--- config.mk ---
export PLATFORM = sky130hd
export DESIGN_NAME = mtdp_fifo
export DESIGN_NICKNAME = d
export VERILOG_FILES = /design/src/rtl/mtdp_pkg.sv /design/src/rtl/mtdp_fifo.sv
export SDC_FILE = /design/constraint.sdc
export NUM_CORES = 1
export LEC_CHECK = 0
export BUFFER_PORTS_ARGS = -buffer_cell sky130_fd_sc_hd__buf_2
export CELL_PAD_IN_SITES_DETAIL_PLACEMENT = 0
export CELL_PAD_IN_SITES_GLOBAL_PLACEMENT = 1
export CORE_ASPECT_RATIO = 1.1
export CORE_MARGIN = 3
export CORE_UTILIZATION = 45
export DETAILED_ROUTE_END_ITERATION = 8
export PLACE_DENSITY = 0.83
export SLEW_MARGIN = 20
export SYNTH_ARGS = -nofsm -noshare
export SYNTH_HDL_FRONTEND = slang
export SYNTH_SLANG_ARGS = --single-unit
--- constraint.sdc ---
create_clock -name clk -period 21 [get_ports clk]
set_input_delay 5.25 -clock clk [delete_from_list [all_inputs] [get_ports clk]]
set_output_delay 5.25 -clock clk [all_outputs]
set_load 0.01 [all_outputs]
--- src/rtl/mtdp_pkg.sv ---
`default_nettype none
package mtdp_pkg;

  localparam int MAX_PARTS_DEF = 16;
  localparam int NAME_MAX_DEF  = 32;
  localparam int NRES          = 3;
  localparam int QDEPTH        = 2;

  typedef enum logic [1:0] {
    KIND_NAME   = 2'd0,
    KIND_ENTRY  = 2'd1,
    KIND_FINISH = 2'd2
  } kind_t;

  typedef enum logic [1:0] {
    ERR_OK       = 2'd0,
    ERR_NO_COLON = 2'd1,
    ERR_NAME     = 2'd2,
    ERR_EMPTY    = 2'd3
  } err_t;

  localparam logic [7:0] CH_NUL   = 8'h00;
  localparam logic [7:0] CH_DASH  = 8'h2d;
  localparam logic [7:0] CH_AT    = 8'h40;
  localparam logic [7:0] CH_LP    = 8'h28;
  localparam logic [7:0] CH_RP    = 8'h29;
  localparam logic [7:0] CH_COMMA = 8'h2c;
  localparam logic [7:0] CH_SEMI  = 8'h3b;
  localparam logic [7:0] CH_COLON = 8'h3a;
  localparam logic [7:0] CH_0     = 8'h30;
  localparam logic [7:0] CH_9     = 8'h39;
  localparam logic [7:0] CH_LK    = 8'h6b;
  localparam logic [7:0] CH_UK    = 8'h4b;
  localparam logic [7:0] CH_LM    = 8'h6d;
  localparam logic [7:0] CH_UM    = 8'h4d;
  localparam logic [7:0] CH_LG    = 8'h67;
  localparam logic [7:0] CH_UG    = 8'h47;

  typedef struct packed {
    kind_t       kind;
    logic [3:0]  idx;
    logic [31:0] start;
    logic [31:0] size;
    logic [7:0]  ch;
    logic [4:0]  pos;
    logic        ovf;
    logic [4:0]  cnt;
    err_t        err;
  } rec_t;

  typedef struct packed {
    rec_t [NRES-1:0] recs;
    logic [1:0]      n;
  } grp_t;

  typedef struct packed {
    logic empty;
    logic full;
  } q_stat_t;

endpackage
`default_nettype wire

--- src/rtl/mtdp_fifo.sv ---
`default_nettype none
module mtdp_fifo (
  input  wire logic          clk,
  input  wire logic          rst_n,
  input  wire logic          push,
  input  wire mtdp_pkg::grp_t push_grp,
  input  wire logic          pop,
  output mtdp_pkg::grp_t     head,
  output mtdp_pkg::q_stat_t  q_stat
);
  import mtdp_pkg::*;

  localparam int AW = (QDEPTH > 1) ? $clog2(QDEPTH) : 1;
  localparam int CW = $clog2(QDEPTH + 1);

  grp_t          mem [QDEPTH];
  logic [AW-1:0] wp_r, rp_r;
  logic [CW-1:0] cnt_r;
  logic          do_push, do_pop;

  assign q_stat.empty = (cnt_r == CW'(0));
  assign q_stat.full  = (cnt_r == CW'(QDEPTH));
  assign do_push      = push & ~q_stat.full;
  assign do_pop       = pop & ~q_stat.empty;
  assign head         = mem[rp_r];

  always_ff @(posedge clk) begin
    if (do_push) mem[wp_r] <= push_grp;
  end

  always_ff @(posedge clk) begin
    if (!rst_n) begin
      wp_r  <= '0;
      rp_r  <= '0;
      cnt_r <= '0;
    end else begin
      if (do_push) wp_r <= (wp_r == AW'(QDEPTH - 1)) ? '0 : wp_r + AW'(1);
      if (do_pop) rp_r <= (rp_r == AW'(QDEPTH - 1)) ? '0 : rp_r + AW'(1);
      if (do_push && !do_pop) cnt_r <= cnt_r + CW'(1);
      else if (do_pop && !do_push) cnt_r <= cnt_r - CW'(1);
    end
  end

endmodule
`default_nettype wire

==> impl_metrics.tcl <==
set metrics [dict create \
    clock-sinks 555 \
    syn_to_final_growth_pct 23.7 \
    cts_tree "done" \
    cts_root_buf "clkbuf_16" \
    ir_drop_v 0.0000904 \
    fin_crit_sh_pct 43.5 \
    p_leak_uw 0.0102 \
    start_util_pct 46.0 \
    slowest_delay_ns 0.86 \
    use_met1_pct 19.7 \
    drt_first_pass_iters 4 \
    cts_hold_buffers 0 \
    fmax_mhz 109 \
    synth_fp_nets 1161 \
    fp.dieArea_mm2 0.0497 \
    drc 0 \
    slew_headroom_pct 30.1 \
    drt-initial-drc-count 569 \
    yosysUniqueCellTypes 23 \
    hpwl_um 32700 \
    clock_path_buffers 3 \
    skew_ns 0.0226 \
    ctsResizeCount 0 \
    worstPathCellList "buf_16 -> buf_4 -> buf_4 -> mux2_4 -> buf_2" \
    ys_ff_latch 555 \
    gp_congestion 0.801 \
    nFillCells 3468 \
    drv_slew 0 \
    cts-buffers-inserted 53 \
    antenna_found_initial 21 \
    hold_path.class "flip-flop to flip-flop" \
    vias_per_cell 4.91 \
    grt_pass1_wl_um 64800 \
    synth_cells 881 \
    hold_viol 0 \
    postCtsSetupRepairBufs 0 \
    gr-usage-all-layers_pct 17.6 \
    clkTransAtPathRegs_ns 0.06 \
    core-area_mm2 0.0461 \
    num_vias 10400 \
    layout.nets 1752 \
    hold_ws_ns 0.530 \
    die_y_um 233 \
    crit_top_cell "buf_4" \
    power.density_mw_per_mm2 124 \
    ff_latch_area_mm2 0.0166 \
    row_count 82 \
    insertion_delay_ns 0.58 \
    grt.overflow.total 0 \
    ant_nets 0 \
    fin_util_pct 56.9 \
    ff2ff_path_depth 4 \
    grt_start_max_net_pins 84 \
    synthesis.area_mm2 0.0212 \
    cp-start-kind "flip-flop" \
    io_buffers 555 \
    cp_data_required_time_ns 15.75 \
    worst_pin_slew_ns 1.05 \
    busiest_layer "met2" \
    tns_ns 0 \
    wl_per_cell_um 21.8 \
    dp.cells 2004 \
    yosysWarnings 0 \
    ctsHtreeMaxLevel 2 \
    wl_um 46000 \
    setup-violations-final 0 \
    grt_pass1_vias 10800 \
    critical_path_class "flip-flop to primary output" \
    worstSetupEndpointType "primary output" \
    outcome "complete, no violations" \
    critPathMaxFanout 58 \
    met3_usage_pct 7.09 \
    multi_input_area_mm2 0.00417 \
    drv_cap 0 \
    worstPathArrival_ns 3.89 \
    rsz0062_at_grt "false" \
    hold_path_depth 2 \
    io_pins 556 \
    avgSynthCellArea_um2 24.0 \
    grt_use_met2_pct 30.4 \
    layout-drive-gt1-share_pct 61.0 \
    layout_min_cycle_time_ns 9.14 \
    die_w_um 213 \
    final_cell_count_no_fill 2110 \
    ys_seq_area_share_pct 78.5 \
    crit_path_top_delay_cell "buf_4" \
]
## power by group
part           internal [µW]  total [µW]  leakage [µW]  switching, µW
logic                    428         866       0.00419            438
registers               1390        1440       0.00518           45.8
clock network            555         941      0.000841            387
total                   2380        3250        0.0102            870
## kinds of logic after synthesis
kind of cell	Yosys count	synth area share [%]
flip-flops	555	78.5
multiplexers	275	19.1
XOR/XNOR	3	0.124
adder cells (fa/ha/maj)	1	0.0591
buffers and inverters	33	1.86
AND/OR/NAND/NOR	9	0.260
AO/OA/AOI/OAI	5	0.154
## metrics by stage
stage / instance area [µm²] / power (µW) / worst slack, ns
2_1_floorplan: 21200 / 2110 / 4.26
3_3_place_gp: 24400 / 2330 / 12.16
3_5_place_dp: 24400 / 2340 / 12.18
4_1_cts: 26100 / 3290 / 11.52
5_1_grt: 26200 / 3380 / 11.64
6_report: 26200 / 3250 / 11.86
## flip-flops by register name, summed over array words and instances (netlist names), named ones only
name / count
cnt_r: 2
mem: 550
rp_r: 1
wp_r: 1
## Yosys cell counts, drive strengths merged
master	count	area (µm²)
edfxtp	550	16500
mux2	275	4040
buf	31	387
dfxtp	5	100
and2	3	18.8
a21boi	2	15.0
inv	2	7.51
nor2	2	7.51
o21ai	2	10.0
xnor2	2	17.5
and3	1	6.26
ha	1	12.5
nand2b	1	6.26
nor3	1	10.0
o21a	1	7.51
or3	1	6.26
xor2	1	8.76
## routing by layer
layer,up-vias,share of wire (%)
met5,-,0.23
met4,16,2.8
met3,97,9.8
met2,449,51
met1,5082,37
li1,4718,-
## worst max-delay path: cells and delay by family (launching register included)
| kind | cells | cell delay, ns |
|---|---|---|
| buffers and inverters | 4 | 2.16 |
| flip-flops | 1 | 0.67 |
| multiplexers | 1 | 0.36 |
## placed cells by master (no fill, tap or decap), types with 2 or more instances in the layout
cell,n
clkinv_2,9
and2_1,3
clkinvlp_4,4
diode_2,10
inv_1,2
clkbuf_16,54
buf_4,10
clkinv_4,2
bufinv_16,7
nor2_1,2
edfxtp_1,550
buf_2,555
clkinv_1,12
dfxtp_1,4
mux2_4,250
mux2_2,25
xnor2_1,2
clkbuf_1,6
## layout make-up
type,instances,area share (%)
Sequential cell,555,63.5
Multi-Input combinational cell,293,15.9
Timing Repair Buffer,567,11.0
Clock buffer,60,5.25
Tap cell,588,2.81
Clock inverter,35,1.39
Antenna cell,10,0.0955
Inverter,2,0.0287
## worst paths after layout
| kind | startpoint | to | slack, ns |
|---|---|---|---|
| setup / recovery | flip-flop | head[85] | 11.86 |
| hold / removal | cnt_r[1]$_SDFFE_PN0P_ | cnt_r[1]$_SDFFE_PN0P_ | 0.53 |
| setup reg to reg | cnt_r[0]$_SDFFE_PN0P_ | mem[1][169]$_DFFE_PP_ | 17.57 |
| hold reg to reg | cnt_r[1]$_SDFFE_PN0P_ | cnt_r[1]$_SDFFE_PN0P_ | 0.53 |
Power figures use the tool's default switching activity.
